**src/rtl/core/assert_macros.svh**
```systemverilog
// Assertion macros for the timer RTL; clk and rst are taken from the enclosing module.
`ifndef ASSERT_MACROS_SVH
`define ASSERT_MACROS_SVH

// Same-cycle implication
`define TMOC_ASSERT_NOW(lbl, ante, cons, msg) \
  lbl: assert property (@(posedge clk) disable iff (rst) (ante) |-> (cons)) \
    else $error(msg);

// Implication whose consequent is checked in the next cycle
`define TMOC_ASSERT_NXT(lbl, ante, cons, msg) \
  lbl: assert property (@(posedge clk) disable iff (rst) (ante) |=> (cons)) \
    else $error(msg);

`endif

```
**src/rtl/core/tmoc_pkg.sv**
```systemverilog
// Types, register indexes and opcodes of the timer with output compares.
package tmoc_pkg;

  localparam int NUM_CMP   = 5;
  localparam int TDIV_W    = 13;
  localparam int RTIDIV_W  = 3;
  localparam int CNT_W     = 16;
  localparam int PCNT_W    = 8;
  localparam int PORT_W    = 5;
  localparam int CFG_ADDR_W = 3;
  localparam int CFG_DATA_W = 8;
  localparam int IN_TDATA_W  = 24;
  localparam int OUT_TDATA_W = 40;

  // Opcodes
  localparam logic [1:0] OP_TICK      = 2'd0;
  localparam logic [1:0] OP_WR_CMP    = 2'd1;
  localparam logic [1:0] OP_WR_PULSE  = 2'd2;

  // Register indexes
  localparam logic [CFG_ADDR_W-1:0] REG_PRESCALE  = 3'd0;
  localparam logic [CFG_ADDR_W-1:0] REG_RTI_RATE  = 3'd1;
  localparam logic [CFG_ADDR_W-1:0] REG_OC1_MASK  = 3'd2;
  localparam logic [CFG_ADDR_W-1:0] REG_OC1_DATA  = 3'd3;
  localparam logic [CFG_ADDR_W-1:0] REG_CMP_MODES = 3'd4;
  localparam logic [CFG_ADDR_W-1:0] REG_GATED_EN  = 3'd5;
  localparam logic [CFG_ADDR_W-1:0] REG_GATE_LVL  = 3'd6;

  // Compare pin action codes
  localparam logic [1:0] MODE_NONE   = 2'd0;
  localparam logic [1:0] MODE_TOGGLE = 2'd1;
  localparam logic [1:0] MODE_CLEAR  = 2'd2;
  localparam logic [1:0] MODE_SET    = 2'd3;

  typedef struct packed {
    logic [1:0]        prescale_select;
    logic [1:0]        rti_rate;
    logic [PORT_W-1:0] oc1_mask;
    logic [PORT_W-1:0] oc1_data;
    logic [7:0]        compare_modes;
    logic              gated_enable;
    logic              gate_level;
  } cfg_t;

  typedef struct packed {
    logic [1:0]       opcode;
    logic [2:0]       compare_index;
    logic [CNT_W-1:0] write_value;
    logic             pa7_level;
  } item_t;

  typedef struct packed {
    logic [PORT_W-1:0]  port_out;
    logic               pulse_overflow_event;
    logic [PCNT_W-1:0]  pulse_count;
    logic [NUM_CMP-1:0] match_events;
    logic               rti_event;
    logic               overflow_event;
    logic [CNT_W-1:0]   timer_count;
  } res_t;

endpackage

```
**src/rtl/core/tmoc_cfg.sv**
```systemverilog
// Configuration register bank of the timer.
module tmoc_cfg (
  input  logic                            clk,
  input  logic                            rst,
  input  logic                            cfg_we,
  input  logic [tmoc_pkg::CFG_ADDR_W-1:0] cfg_addr,
  input  logic [tmoc_pkg::CFG_DATA_W-1:0] cfg_wdata,
  output tmoc_pkg::cfg_t                  cfg
);

  always_ff @(posedge clk) begin
    if (rst) begin
      cfg <= '0;
    end else if (cfg_we) begin
      unique case (cfg_addr)
        tmoc_pkg::REG_PRESCALE:  cfg.prescale_select <= cfg_wdata[1:0];
        tmoc_pkg::REG_RTI_RATE:  cfg.rti_rate        <= cfg_wdata[1:0];
        tmoc_pkg::REG_OC1_MASK:  cfg.oc1_mask        <= cfg_wdata[tmoc_pkg::PORT_W-1:0];
        tmoc_pkg::REG_OC1_DATA:  cfg.oc1_data        <= cfg_wdata[tmoc_pkg::PORT_W-1:0];
        tmoc_pkg::REG_CMP_MODES: cfg.compare_modes   <= cfg_wdata;
        tmoc_pkg::REG_GATED_EN:  cfg.gated_enable    <= cfg_wdata[0];
        tmoc_pkg::REG_GATE_LVL:  cfg.gate_level      <= cfg_wdata[0];
        default: ;
      endcase
    end
  end

endmodule

```
**src/rtl/core/tmoc_core.sv**
```systemverilog
// Timer state and per-item update: dividers, counters, compares and port bits.
`include "assert_macros.svh"

module tmoc_core (
  input  logic                clk,
  input  logic                rst,
  input  logic                fire,
  input  tmoc_pkg::item_t     item,
  input  tmoc_pkg::cfg_t      cfg,
  output tmoc_pkg::res_t      res
);

  logic [tmoc_pkg::TDIV_W-1:0]   tick_divider, tick_divider_next;
  logic [tmoc_pkg::RTIDIV_W-1:0] rti_divider, rti_divider_next;
  logic [tmoc_pkg::CNT_W-1:0]    free_counter, free_counter_next;
  logic [tmoc_pkg::PCNT_W-1:0]   pulse_counter, pulse_counter_next;
  logic [tmoc_pkg::PORT_W-1:0]   port_bits, port_bits_next;
  logic [tmoc_pkg::CNT_W-1:0]    compare_values [tmoc_pkg::NUM_CMP];

  logic                          tick;
  logic                          step;
  logic                          pulse_step;
  logic [tmoc_pkg::NUM_CMP-1:0]  cmp_hit;
  logic [tmoc_pkg::PORT_W-1:0]   oc1_port;

  assign tick = item.opcode == tmoc_pkg::OP_TICK;

  always_comb begin
    tick_divider_next  = tick_divider + 1'b1;
    rti_divider_next   = rti_divider;
    free_counter_next  = free_counter;
    pulse_counter_next = pulse_counter;
    res                = '0;

    case (cfg.prescale_select)
      2'd1:    step = tick_divider_next[1:0] == '0;
      2'd2:    step = tick_divider_next[2:0] == '0;
      2'd3:    step = tick_divider_next[3:0] == '0;
      default: step = 1'b1;
    endcase

    pulse_step = cfg.gated_enable && (tick_divider_next[5:0] == '0) &&
                 (item.pa7_level == cfg.gate_level);

    if (tick) begin
      if (step) begin
        free_counter_next  = free_counter + 1'b1;
        res.overflow_event = free_counter_next == '0;
      end
      if (tick_divider_next == '0) begin
        rti_divider_next = rti_divider + 1'b1;
        case (cfg.rti_rate)
          2'd1:    res.rti_event = rti_divider_next[0] == 1'b0;
          2'd2:    res.rti_event = rti_divider_next[1:0] == '0;
          2'd3:    res.rti_event = rti_divider_next == '0;
          default: res.rti_event = 1'b1;
        endcase
      end
      if (pulse_step) begin
        pulse_counter_next       = pulse_counter + 1'b1;
        res.pulse_overflow_event = pulse_counter_next == '0;
      end
    end else if (item.opcode == tmoc_pkg::OP_WR_PULSE) begin
      pulse_counter_next = item.write_value[tmoc_pkg::PCNT_W-1:0];
    end

    for (int i = 0; i < tmoc_pkg::NUM_CMP; i++) begin
      cmp_hit[i] = tick && (free_counter_next == compare_values[i]);
    end

    // Compare 1 forces its masked bits and locks out the other compares on them
    oc1_port = cmp_hit[0] ? ((port_bits & ~cfg.oc1_mask) | (cfg.oc1_data & cfg.oc1_mask))
                          : port_bits;
    port_bits_next = oc1_port;
    // Compare k+1 drives bit 4-k, its mode sits at bits 2b+1:2b for bit b
    for (int b = 0; b < tmoc_pkg::PORT_W - 1; b++) begin
      if (cmp_hit[tmoc_pkg::PORT_W-1-b] && !(cmp_hit[0] && cfg.oc1_mask[b])) begin
        case (cfg.compare_modes[2*b +: 2])
          tmoc_pkg::MODE_TOGGLE: port_bits_next[b] = ~port_bits[b];
          tmoc_pkg::MODE_CLEAR:  port_bits_next[b] = 1'b0;
          tmoc_pkg::MODE_SET:    port_bits_next[b] = 1'b1;
          default:               port_bits_next[b] = oc1_port[b];
        endcase
      end
    end

    res.timer_count  = free_counter_next;
    res.match_events = cmp_hit;
    res.pulse_count  = pulse_counter_next;
    res.port_out     = port_bits_next;
  end

  always_ff @(posedge clk) begin
    if (rst) begin
      tick_divider  <= '0;
      rti_divider   <= '0;
      free_counter  <= '0;
      pulse_counter <= '0;
      port_bits     <= '0;
      for (int i = 0; i < tmoc_pkg::NUM_CMP; i++) begin
        compare_values[i] <= '1;
      end
    end else if (fire) begin
      if (tick) begin
        tick_divider <= tick_divider_next;
        rti_divider  <= rti_divider_next;
      end
      free_counter  <= free_counter_next;
      pulse_counter <= pulse_counter_next;
      port_bits     <= port_bits_next;
      if (item.opcode == tmoc_pkg::OP_WR_CMP &&
          item.compare_index < 3'(tmoc_pkg::NUM_CMP)) begin
        compare_values[item.compare_index] <= item.write_value;
      end
    end
  end

  `TMOC_ASSERT_NXT(a_write_holds_counter, fire && !tick, $stable(free_counter), "counter moved on a write item")
  `TMOC_ASSERT_NXT(a_oc1_forces_port, fire && cmp_hit[0], (port_bits & $past(cfg.oc1_mask)) == ($past(cfg.oc1_data) & $past(cfg.oc1_mask)), "compare 1 did not force its masked bits")
  `TMOC_ASSERT_NXT(a_pulse_wrap, fire && res.pulse_overflow_event, pulse_counter == '0, "pulse wrap left a non-zero count")
  `TMOC_ASSERT_NOW(a_events_on_tick, fire && !tick, res.overflow_event == 1'b0 && res.rti_event == 1'b0 && res.match_events == '0, "event raised on a non-tick item")

endmodule

```
**src/rtl/core/timer_with_output_compares.sv**
```systemverilog
// Top level of the timer with output compares: stream registers around the timer core.
//
//   channel  dir  contents
//   s_*      in   tuser: opcode; tdata: compare_index, write_value, pa7_level
//   m_*      out  tdata: timer_count .. port_out, one result per item
//   cfg_*    in   register writes, index 0..6
//
// One item per cycle while m_* is not stalled; an item transferred on s_* is held in the
// input register, and its result is loaded into the result register and offered on m_*.
// The whole update of the timer state is one pass of logic between those registers.
// rst is synchronous and clears the valid flags and all timer and configuration state,
// compares to all ones. A stalled output holds the result register and the input
// register, and s_tready drops only while both are full.
module timer_with_output_compares (
  input  logic                               clk,
  input  logic                               rst,
  input  logic                               s_tvalid,
  output logic                               s_tready,
  // opcode[1:0]
  input  logic [1:0]                         s_tuser,
  // compare_index[2:0], write_value[18:3], pa7_level[19], zero pad
  input  logic [tmoc_pkg::IN_TDATA_W-1:0]    s_tdata,
  output logic                               m_tvalid,
  input  logic                               m_tready,
  // timer_count[15:0], overflow_event[16], rti_event[17], match_events[22:18],
  // pulse_count[30:23], pulse_overflow_event[31], port_out[36:32], zero pad
  output logic [tmoc_pkg::OUT_TDATA_W-1:0]   m_tdata,
  input  logic                               cfg_we,
  input  logic [tmoc_pkg::CFG_ADDR_W-1:0]    cfg_addr,
  input  logic [tmoc_pkg::CFG_DATA_W-1:0]    cfg_wdata
);

  tmoc_pkg::cfg_t  cfg;
  tmoc_pkg::item_t in_item;
  tmoc_pkg::res_t  res;
  tmoc_pkg::res_t  out_res;
  logic            in_valid;
  logic            advance;

  assign advance  = in_valid && (!m_tvalid || m_tready);
  assign s_tready = !in_valid || advance;

  always_ff @(posedge clk) begin
    if (rst) begin
      in_valid <= 1'b0;
    end else if (s_tready) begin
      in_valid <= s_tvalid;
    end
  end

  always_ff @(posedge clk) begin
    if (s_tready && s_tvalid) begin
      in_item.opcode        <= s_tuser;
      in_item.compare_index <= s_tdata[2:0];
      in_item.write_value   <= s_tdata[18:3];
      in_item.pa7_level     <= s_tdata[19];
    end
  end

  always_ff @(posedge clk) begin
    if (rst) begin
      m_tvalid <= 1'b0;
    end else if (advance) begin
      m_tvalid <= 1'b1;
    end else if (m_tready) begin
      m_tvalid <= 1'b0;
    end
  end

  always_ff @(posedge clk) begin
    if (advance) begin
      out_res <= res;
    end
  end

  assign m_tdata = {3'b000, out_res};

  tmoc_cfg u_cfg (
    .clk       (clk),
    .rst       (rst),
    .cfg_we    (cfg_we),
    .cfg_addr  (cfg_addr),
    .cfg_wdata (cfg_wdata),
    .cfg       (cfg)
  );

  tmoc_core u_core (
    .clk  (clk),
    .rst  (rst),
    .fire (advance),
    .item (in_item),
    .cfg  (cfg),
    .res  (res)
  );

endmodule

```
**config.mk**
```make
export PLATFORM = sky130hd
export DESIGN_NAME = timer_with_output_compares
export DESIGN_NICKNAME = d
export VERILOG_FILES = /design/src/rtl/core/tmoc_pkg.sv /design/src/rtl/core/tmoc_cfg.sv /design/src/rtl/core/tmoc_core.sv /design/src/rtl/core/timer_with_output_compares.sv
export VERILOG_INCLUDE_DIRS = /design/src /design/src/rtl/core
export SDC_FILE = /design/constraint.sdc
export NUM_CORES = 1
export LEC_CHECK = 0
export ABC_CLOCK_PERIOD_IN_PS = 7150
export BUFFER_PORTS_ARGS = -buffer_cell sky130_fd_sc_hd__buf_2
export CORE_MARGIN = 3
export CORE_UTILIZATION = 35
export DETAILED_ROUTE_END_ITERATION = 10
export PLACE_DENSITY_LB_ADDON = 0.1
export SYNTH_ARGS = -nofsm -noshare
export SYNTH_HDL_FRONTEND = slang
export SYNTH_HIERARCHICAL = 1
export SYNTH_SLANG_ARGS = --single-unit
```
**constraint.sdc**
```tcl
create_clock -name clk -period 7.15 [get_ports clk]
set_clock_uncertainty 0.1 [all_clocks]
set_input_delay 1.7875 -clock clk [delete_from_list [all_inputs] [get_ports clk]]
set_output_delay 1.7875 -clock clk [all_outputs]
set_load 0.005 [all_outputs]
```
Yosys cells after proc, flatten, opt, wreduce, memory -nomap -nowiden
Memory sizes are Yosys's and may differ from the RTL's.
Index checks and enable logic that the tools add are counted.
{"block": "word_totals", "regBits": 130, "ram_bits": 80, "input_bits": 42, "out_inout_bits": 42, "mem_count": 1}
{"block": "classes", "add_sub_neg": 4, "magnitude_cmp": 1, "eq_ne": 32, "mux": 27, "n_bitwise": 9, "n_reduce_logical": 51}
{"memory": "u_core.compare_values", "depth": 5, "word_bits": 16, "rd": 5, "rd_clocked_by_memory_dff": 0, "write_ports": 5, "line": "tmoc_core.sv:18", "rtl": "logic [tmoc_pkg::CNT_W-1:0] compare_values [tmoc_pkg::NUM_CMP];"}
{"cell": "equality test 16 bit", "n": 5}
{"cell": "two-way mux 16 bit", "n": 3}
{"cell": "equality test 2 bit (second input constant)", "n": 13}
{"cell": "two-way mux 8 bit", "n": 3}
{"cell": "AND reduction 2 bit", "n": 11}
{"cell": "logical AND 1 bit", "n": 18}
{"cell": "one-hot mux 1 bit (3 select lines)", "n": 6}
{"cell": "adder 16 x 1 -> 16 bit (second input constant)", "n": 1}
{"cell": "zero test 16 bit", "n": 1}
{"cell": "OR reduction 16 bit", "n": 1}
{"cell": "equality test 2 x 1 -> 1 bit (second input constant)", "n": 7}
{"cell": "adder 13 x 1 -> 13 bit (second input constant)", "n": 1}
{"cell": "zero test 13 bit", "n": 1}
{"cell": "two-way mux 1 bit", "n": 13}
{"cell": "bitwise AND 5 bit", "n": 2}
{"cell": "equality test 3 bit (second input constant)", "n": 3}
{"cell": "zero test 3 bit", "n": 3}
{"cell": "adder 8 x 1 -> 8 bit (second input constant)", "n": 1}
{"cell": "zero test 8 bit", "n": 1}
{"cell": "equality test 3 x 2 -> 1 bit (second input constant)", "n": 2}
{"cell": "zero test 1 bit", "n": 6}
{"cell": "zero test 2 bit", "n": 3}
{"cell": "zero test 6 bit", "n": 1}
{"cell": "two-way mux 5 bit", "n": 1}
{"cell": "12 further kinds", "n": 17}

Depth between registers and ports, before layout
Gate-level depths: netlist of the first run.
{"block": "depth", "depth_word": 11, "mapped_depth": 12, "mapped_depth_nobuf": 10}

By module
Netlist of the first run, hierarchy kept.
{"mod": "tmoc_core", "n_inst": 1, "cells_per_inst": 1009, "area_each_um2": 9171.3}
{"mod": "timer_with_output_compares", "n_inst": 1, "cells_per_inst": 73, "area_each_um2": 1901.8}
{"mod": "tmoc_cfg", "n_inst": 1, "cells_per_inst": 95, "area_each_um2": 1049.8}

Worst setup path after synthesis of the first run
No wires, ideal clock.
{"block": "synth_timing", "path_type": "input -> register", "from": "in m_tready", "to": "mem u_core/compare_values[1][0] (netlist name), enable pin", "setup_ns": 0.334, "arrival_time_ns": 4.323, "setup_slack_ns": 2.393, "cell_stages": 9, "path_cell_list": "nand2b_1 -> and2_2 -> clkbuf_1 -> nand2_1 -> nor3_1 -> nand2b_1 -> nor3b_1 -> clkbuf_1 -> or2_2"}
{"element": "start: declaration", "line": "timer_with_output_compares.sv:24", "rtl": "input logic m_tready,"}
{"element": "end: declaration", "line": "tmoc_core.sv:18"}

==> results.yml, run 1 <==
route:
  drt-vias-per-instance: 5.54
  wl_per_cell_um: 23.7
  via_count: 9381
  drtIter0Drc: 893
  drc: 0
  ant_nets: 0
  first_pass_iters: 6
  wl_mm: 40.1
cells_and_area:
  layout-drive-gt1-share_pct: 17.8
  multi_input_area_um2: 6080
  register_area_um2: 5600
  num_antenna_cells: 0
  syn2layout_area_growth_pct: 13.0
  fill_cells: 3398
  fin_nets: 1278
clock_tree:
  root_buffer: "clkbuf_16"
  cts_tree: "done"
  cts-htree-levels: 1
  holdBufCountCts: 0
  cts.sinks: 210
  clk_path_buf_depth: 3
  clk_latency_ns: 0.54
  clk_transition_reported_paths_ns: 0.06
  ctsResizeCount: 0
  cts_setup_buffers: 0
  cts_buffers: 24
sta:
  hold_viol_final: 0
  worstMarginPinSlew_ns: 1.00
  rsz0062_at_grt: "no"
  fin_crit_ns: 4.98
  drv_slew: 0
  setup_violations: 0
  tns_ns: 0
  fin_ws_ns: 2.17
  slew_headroom_pct: 32.9
  period_share_pct: 69.6
  fmax_mhz: 201
logic_synthesis:
  synth_cells: 1177
  synth_seq_cells: 210
  synth_flop_cell: "edfxtp_1"
  yosysWarningCount: 6
  avgSynthCellArea_um2: 10.3
  synth_edf_count: 139
  async_reset_ff_share_pct: 0
  netlist_area_um2: 12100
  ys_seq_area_share_pct: 46.2
  synth.distinct_cells: 94
die:
  die_area_um2: 36900
  die_h_um: 192
  boundaryPins: 84
  initial_core_util_pct: 35.8
  rows: 67
  die_x_um: 192
  core_area_um2: 33900
grt:
  met1_usage_pct: 31.4
  grt_pass1_wl_mm: 59.3
  grtUsageMet2_pct: 32.6
  antenna_found_initial: 2
  overflow: 0
  grt_max_degree: 61
  use_met3_pct: 3.60
  busiest_layer: "met2"
  grt_use_total_pct: 21.6
  grt_pass1_vias: 9045
setup_path:
  critical-path-max-stage-delay_ns: 0.87
  worstPathMaxFanout: 11
  cp_slowest_cell: "a2111oi_2"
  path_class: "reg -> reg"
  path_delay_family: "simple AND/OR/NAND/NOR gates"
  crit_chain: "and2_1, nand2_1, a2111oi_2, xnor3_1, nand4b_1, nor4_1, nand4_1, mux2_2"
  cp.arrival_ns: 5.17
  start_kind: "flop"
  endpoint_kind: "flop"
  critPathRequiredTime_ns: 7.34
  critPathBufInv: 0
power:
  max-vdd-ir-drop_mv: 0.154
  leakage_uw: 0.00453
  p_per_area_nw_per_um2: 198
status:
  status: "finished clean"
placed_design:
  io_buffers: 76
  place_congestion: 1.04
  pre_cts_ws_ns: 2.30
  place_hpwl_mm: 29.3
hold_path:
  hold_class: "reg -> reg"
flow_run:
  cap_violations: 0
-- power by group --
| part | leakage (uW) | internal, uW | total [uW] | switching [uW] |
|---|---|---|---|---|
| combinational | 0.00240 | 55.6 | 149 | 93.3 |
| clock | 0.000383 | 698 | 1210 | 510 |
| sequential | 0.00174 | 1330 | 1360 | 34.8 |
-- final timing paths --
| check | startpoint | to | slack [ns] | depth (start not counted) |
|---|---|---|---|---|
| setup / recovery | u_core/free_counter[0] | m_tdata[36] | 2.17 | 8 |
| hold / removal | u_core/port_bits[4] | u_core/port_bits[4] | 0.38 | 2 |
| setup reg to reg | u_core/free_counter[0] | m_tdata[36] | 2.17 | 8 |
| hold reg to reg | u_core/port_bits[4] | u_core/port_bits[4] | 0.38 | 2 |
-- registers in the layout, indices dropped and copies added, names as in the netlist, 5 cells and up --
signal                 cells
in_item                   22
u_core/compare_values     80
u_core/port_bits           5
u_cfg/cfg                 24
m_tdata                   37
u_core/tick_divider       13
u_core/free_counter       16
u_core/pulse_counter       8
-- cell usage in the layout (no fill, tap or decap), types with 6 or more instances in the layout --
master,count
a211oi_1,11
nand2b_1,75
and3_1,9
nand3b_1,9
clkinv_2,9
nor3_1,19
a31oi_1,11
buf_2,76
o21bai_1,8
edfxtp_1,139
nor3b_1,9
o211ai_1,12
nor2_1,79
dfxtp_1,71
or3_1,20
inv_1,31
a2111oi_0,9
nand2_1,68
a21oi_1,28
o21ai_0,36
or2_2,36
buf_4,25
xnor2_1,64
nor2b_1,9
nor4_1,18
o31ai_1,7
nand3_1,36
nand4_1,33
and4_1,10
a32oi_1,6
ha_1,8
xor2_1,54
mux2i_1,40
and2_1,7
clkbuf_16,24
xnor3_1,8
-- area by class of cell --
type / count / area share [%]
clock buffer: 27 / 4.54
clock inverter: 16 / 1.06
inverter: 33 / 0.904
multi-input combinational: 858 / 44.4
sequential: 210 / 40.9
tap: 448 / 4.09
timing repair buffer: 101 / 4.15
-- through the flow --
stage / power, uW / utilization [%] / hold WS [ns] / std cells / cell area, um2
finish: 2720 / 40.4 / 0.376 / 1693 / 13700
global route: 2830 / 40.4 / 0.400 / 1693 / 13700
CTS: 2770 / 40.4 / 0.376 / 1693 / 13700
detailed placement: 1540 / 38.2 / 0.366 / 1650 / 12900
global placement: 1540 / 38.2 / 0.360 / 1650 / 12900
floorplan: 1460 / - / 0.346 / 1179 / 12100
-- Yosys cell counts (18+ instances only) --
cell	instances	area, um2
a21oi_1	29	145
buf_2	20	100
clkbuf_1	42	158
dfxtp_1	71	1420
edfxtp_1	139	4170
inv_1	31	116
mux2i_1	40	400
nand2_1	68	255
nand2b_1	75	469
nand3_1	36	180
nand4_1	33	206
nor2_1	79	297
nor3_1	20	100
nor4_1	18	113
o21ai_0	36	180
or2_2	36	225
or3_1	20	125
xnor2_1	64	561
xor2_1	54	473
-- kinds of logic after synthesis --
kind of cell             Yosys count  synth area share, %
adder cells (fa/ha/maj)            8                0.826
buffers and inverters            111                 3.95
XOR/XNOR                         127                 10.1
flip-flops                       210                 46.2
other                              1               0.0309
AO/OA/AOI/OAI                    200                 12.5
multiplexers                      47                 4.00
AND/OR/NAND/NOR                  473                 22.4
-- metal layers --
metal / vias to the layer above / routed length [um]
li1: 4421 / -
met1: 4490 / 18600
met2: 373 / 17100
met3: 95 / 2740
met5: - / 11
met4: 2 / 1580
-- worst reg2reg max path, stage by stage, from the launching register on --
cell,delay [ns]
dfxtp_1,0.75
and2_1,0.56
nand2_1,0.42
a2111oi_2,0.87
xnor3_1,0.44
nand4b_1,0.16
nor4_1,0.87
nand4_1,0.24
mux2_2,0.33
Power figures use the tool's default switching activity.
==> run 2: changes to the inputs <==
ABC_AREA = 1   (was not set)
ABC_CLOCK_PERIOD_IN_PS = 5150   (was 7150)
clock period = 5.15 ns   (was 7.15 ns; I/O delays follow)
==> run 2 against run 1 <==
Sequential cell count stayed put. Register-to-register slack worse by 0.62 ns. Largest cell class is now sequential cells. Design area is 6.0% lower. Clock power is 69% higher. Sequential power is 40% higher. Critical endpoint is now m_tdata[32]. Routed wire length is 19% lower. Highest routed layer is now met4. Power is 60% higher.
==> results.yml, run 2 <==
die:
  boundaryPins: 84
  die_area_um2: 33900
  die_x_um: 184
  rows: 64
  core_area_um2: 30900
  die_h_um: 184
  initial_core_util_pct: 35.9
grt:
  grt_pass1_vias: 8762
  antenna_found_initial: 0
  overflow: 0
  grt_max_degree: 53
  grt_pass1_wl_mm: 50.2
  grt_use_total_pct: 19.2
route:
  ant_nets: 0
  first_pass_iters: 5
  wl_per_cell_um: 17.2
  via_count: 9151
  wl_mm: 32.5
  drc: 0
  drtIter0Drc: 652
  drt-vias-per-instance: 4.84
setup_path:
  cp.arrival_ns: 3.78
  cp-startpoint: "in_item[20]"
  r2r_start: "in_item[20]"
  cp_slowest_cell: "a21oi_1"
  crit_top_cell: "nand2_1"
  critPathRequiredTime_ns: 5.34
  endpoint_kind: "flop"
  start_kind: "flop"
  crit_chain: "inv_2, nand2_2, inv_1, buf_4, nand2_1, a21oi_1, nand2_1, nand2_2, nor2_1, nor2_1, nand2_1, nor2_1, nand3_1, nand2_1, nand2_1, o21ai_1, inv_1"
  worstPathMaxFanout: 13
  critical-path-max-stage-delay_ns: 0.55
  path_class: "reg -> reg"
  r2r_cells: 17
cells_and_area:
  top_register: "u_core/compare_values"
  fill_cells: 3151
  largest_reg_flops: 80
  fin_nets: 1524
  final_cell_mix: "403 x nand2_1, 205 x inv_1, 139 x edfxtp_1, 138 x nor2_1, 115 x nand3_1"
  syn2layout_area_growth_pct: 16.1
  layout-drive-gt1-share_pct: 13.3
  layoutNonFillerInstCount: 1890
  num_antenna_cells: 0
  layout_commonest_cell: "nand2_1"
status:
  status: "finished clean"
power:
  comb_power_share_pct: 9.6
  leakage_uw: 0.00571
  max-vdd-ir-drop_mv: 0.246
  p_per_area_nw_per_um2: 339
  p_seq_share_pct: 43.5
  p_total_uw: 4360
  power_switching_uw: 1080
  p_clk_share_pct: 46.9
  p_int_uw: 3280
  swShare_pct: 24.7
clock_tree:
  holdBufCountCts: 0
  clk_path_buf_depth: 3
  clk_transition_reported_paths_ns: 0.06
  root_buffer: "clkbuf_16"
  cts_buffers: 26
  cts_tree: "done"
  cts-htree-levels: 1
  clk_latency_ns: 0.53
  ctsResizeCount: 0
  cts_setup_buffers: 0
  cts.sinks: 210
sta:
  fin_ws_ns: 1.56
  setup_violations: 0
  hold_viol_final: 0
  slew_headroom_pct: 27.7
  fin_crit_ns: 3.59
  rsz0062_at_grt: "no"
  tns_ns: 0
  drv_slew: 0
  worstMarginPinSlew_ns: 1.08
  period_share_pct: 69.8
  fmax_mhz: 278
logic_synthesis:
  synth_seq_cells: 210
  synth.distinct_cells: 43
  synth.largest_area_cell: "edfxtp_1"
  synth.cells.most_frequent: "403 x nand2_1, 205 x inv_1, 139 x edfxtp_1, 138 x nor2_1, 115 x nand3_1"
  synth_edf_count: 139
  synth_flop_cell: "edfxtp_1"
  async_reset_ff_share_pct: 0
  netlist_area_um2: 11100
  avgSynthCellArea_um2: 8.00
  netlist.area_leader.share_pct: 37.6
  synth_cells: 1387
  yosysMostFrequentCell: "nand2_1"
  ys_seq_area_share_pct: 50.4
  yosysWarningCount: 6
  synth.area.top_cells: "edfxtp_1 38%, nand2_1 14%, dfxtp_1 13%"
placed_design:
  place_congestion: 0.873
  pre_cts_ws_ns: 1.59
  io_buffers: 76
  dp_cells: 1842
  place_hpwl_mm: 23.0
hold_path:
  holdPathStages: 2
  hold_class: "reg -> reg"
  holdCritStartpoint: "u_cfg/cfg[14]"
flow_run:
  cap_violations: 0
[run 2: cell types whose count changed after synthesis, sizes merged, moves of 62 or more]
cell,change
nand2,+354
inv,+176
nand3,+93
nand2b,-75
nor2,+72
xnor2,-62
[run 2: worst paths after layout]
path	slack, ns	end
max	1.56	m_tdata[32]
min	0.39	u_cfg/cfg[14]
max reg2reg	1.56	m_tdata[32]
min reg2reg	0.39	u_cfg/cfg[14]
[run 2: critical path: cells and delay by family, from the launching register on]
| kind | cells | cell delay (ns) |
|---|---|---|
| buffers and inverters | 4 | 0.57 |
| AND/OR/NAND/NOR | 11 | 1.50 |
| AO/OA/AOI/OAI | 2 | 0.75 |
| flip-flops | 1 | 0.42 |
[run 2: cell families after synthesis]
| kind of cell | synth area share [%] |
|---|---|
| other | 0.0338 |
| DFF | 50.4 |
| xor gates and xnor gates | 1.58 |
| and+or+nand+nor | 31.2 |
| AOI/OAI and AO/OA | 6.88 |
| buffers and inverters | 8.96 |
| adders and majority gates | 0.902 |
[run 2: routing by layer]
metal	GRT usage, %	vias up	part of all wire (%)	wire length [um]
li1	-	4661	-	-
met1	26.7	4213	46	15000
met2	31.1	228	46	14900
met3	3.19	49	5.4	1760
met4	5.32	0	2.6	857
met5	0	-	0	0
[run 2: area by class of cell]
class | count | area, um2 | area share [%]
inverters | 209 | 785 | 6.09
clock buffers | 37 | 786 | 6.10
clock inverters | 11 | 179 | 1.39
well taps | 396 | 495 | 3.85
multi-input cells | 936 | 4550 | 35.3
flip-flops and latches | 210 | 5600 | 43.4
repair buffers | 91 | 493 | 3.83
[run 2: power by group through the flow]
stage	combinational [uW]	clock (uW)	sequential (uW)
after floorplan	276	0	1920
after global placement	419	0	1930
after detailed placement	421	0	1930
after CTS	424	2100	1900
after global routing	475	2170	1900
final	420	2040	1900
[run 2: through the flow]
step | area (um2) | utilization [%] | hold slack [ns]
after floorplan | 11100 | - | 0.345
after global placement | 11900 | 38.5 | 0.361
after detailed placement | 11900 | 38.5 | 0.378
after CTS | 12900 | 41.7 | 0.389
after global routing | 12900 | 41.7 | 0.404
final | 12900 | 41.7 | 0.385
==> run 3: changes to the inputs <==
ABC_AREA = 0   (was 1)
ABC_CLOCK_PERIOD_IN_PS = 3200   (was 5150)
clock period = 3.2 ns   (was 5.15 ns; I/O delays follow)
==> run 3 against run 2 <==
Routed wire length rose by 40%. Sequential share of layout area fell by 9.4 points. Clock-buffer cell count did not move. Global-route usage rose by 5.3 points. Sequential cell count did not move. The run now ends with negative setup slack left. Register-to-register slack got worse by 2.0 ns. Final cell count rose by 3.5%. Combinational power rose by 10%. Clock power rose by 35%. Die area rose by 8.9%. Core utilization rose by 6.9 points.
==> results.yml, run 3 (synthesis gave the netlist of run 1 again) <==
route:
  via_count: 10418
  drc: 0
  wl_mm: 45.4
  wl_met1_mm: 20.7
  wl_per_cell_um: 23.2
  drtIter0Drc: 767
  drt-vias-per-instance: 5.33
  top_layer: "met4"
  ant_nets: 0
  first_pass_iters: 5
  wl_met3_mm: 2.69
  met2_length_mm: 20.5
cells_and_area:
  layout-drive-gt1-share_pct: 36.7
  fin_nets: 1539
  layoutNonFillerInstCount: 1956
  final_cell_mix: "251 x buf_4, 139 x edfxtp_1, 79 x nor2_1, 76 x buf_2, 75 x nand2b_1"
  multi_input_area_um2: 6680
  num_antenna_cells: 0
  fill_cells: 3213
  syn2layout_area_growth_pct: 35.8
  top_register: "u_core/compare_values"
  largest_reg_flops: 80
  register_area_um2: 5610
  layout_commonest_cell: "buf_4"
  post-route-util_pct: 48.6
grt:
  grt_pass1_wl_mm: 66.3
  overflow: 0
  grt_use_total_pct: 24.5
  antenna_found_initial: 0
  grt_max_degree: 62
  grt_pass1_vias: 10247
sta:
  fmax_mhz: 278
  drv_slew: 0
  fin_ws_ns: -0.398
  setup_violations: 11
  slew_headroom_pct: 56.6
  worstMarginPinSlew_ns: 0.635
  period_share_pct: 112
  fin_crit_ns: 3.60
  rsz0062_at_grt: "yes"
  hold_viol_final: 0
die:
  die_area_um2: 36900
  rows: 67
  die_h_um: 192
  die_x_um: 192
  core_area_um2: 33900
  initial_core_util_pct: 35.8
  boundaryPins: 84
flow_run:
  cap_violations: 0
clock_tree:
  cts_tree: "done"
  clk_latency_ns: 0.54
  root_buffer: "clkbuf_16"
  clk_transition_reported_paths_ns: 0.07
  cts_buffers: 25
  cts-htree-levels: 1
  clk_path_buf_depth: 3
  cts.sinks: 210
  holdBufCountCts: 0
setup_path:
  path_class: "reg -> reg"
  start_kind: "flop"
  critPathRequiredTime_ns: 3.39
  worstPathMaxFanout: 7
  cp.arrival_ns: 3.79
  endpoint_kind: "flop"
placed_design:
  place_hpwl_mm: 33.7
  place_congestion: 0.963
  io_buffers: 76
  dp_cells: 1856
power:
  leakage_uw: 0.00602
  max-vdd-ir-drop_mv: 0.375
  p_per_area_nw_per_um2: 379
hold_path:
  hold_class: "in -> reg"
status:
  violations: "negative setup slack"
  status: "complete, but fails checks"
run 3: changes by cell type in the layout (fill, tap and decap cells not counted), moves of 19 or more:
cell	before	now
a21oi_1	50	25
buf_4	15	251
buf_6	0	24
inv_1	205	31
mux2i_1	0	40
nand2_1	403	64
nand2b_1	0	75
nand3_1	115	31
nor2_1	138	79
or2_2	5	34
or3_1	0	19
xnor2_1	3	59
xor2_1	17	50
run 3: final timing paths:
path	slack, ns	cells after the start	end	startpoint
worst min register to register	0.39	2	u_cfg/cfg[0]	u_cfg/cfg[0]
worst max-delay path	-0.40	11	m_tdata[34]	u_core/free_counter[1]
worst max register to register	-0.40	11	m_tdata[34]	u_core/free_counter[1]
worst min-delay path	0.33	1	in_item[0]	s_tdata[19]
run 3: routing by layer:
| metal | global-route usage (%) | vias up |
|---|---|---|
| met5 | 0 | - |
| met1 | 34.1 | 5110 |
| met4 | 7.82 | 0 |
| met3 | 4.56 | 76 |
| li1 | - | 4935 |
| met2 | 38.5 | 297 |
run 3: area by class of cell:
type / count / share of cell area [%]
Tap cell: 448 / 3.40
Timing Repair Buffer: 360 / 16.4
Multi-Input combinational cell: 859 / 40.6
Sequential cell: 210 / 34.1
Clock inverter: 9 / 0.304
Inverter: 33 / 0.752
Clock buffer: 37 / 4.50
run 3: where the power goes:
part           leakage, uW  total (uW)  internal [uW]  switching (uW)
Sequential         0.00175        3030           2960            65.4
Clock             0.000387        2750           1600            1150
Combinational      0.00389         462            198             264
Total              0.00602        6230           4750            1480
run 3: what timing repair did:
item,4_1_cts,5_1_grt
setup buffers,34,24
endpoints found under the hold margin,0,0
gates cloned,1,0
endpoints found under the setup margin,14,15
gates resized for setup,83,46
pin swaps,44,37
run 3: through the flow:
step	hold slack, ns	setup WS [ns]	total power (uW)	TNS [ns]	instance area [um2]
2_1_floorplan	0.346	-0.0946	3280	-0.445	12300
5_1_grt	0.312	-0.508	6470	-4.96	16500
3_5_place_dp	0.374	-0.712	3490	-6.36	14600
6_report	0.329	-0.398	6230	-3.60	16500
3_3_place_gp	0.357	-0.699	3490	-6.06	14600
4_1_cts	0.307	-0.464	6290	-2.98	16000
run 3: critical path, stage by stage, from the launching register on:
cell and delay (ns):
dfxtp_2 0.33, buf_4 0.18, and2_1 0.24, buf_4 0.19, a311oi_1 0.33, o21ai_0 0.25
o32ai_4 0.28, o311ai_2 0.15, or4_4 0.60, or4_4 0.43, o211ai_2 0.16, nand2_1 0.07
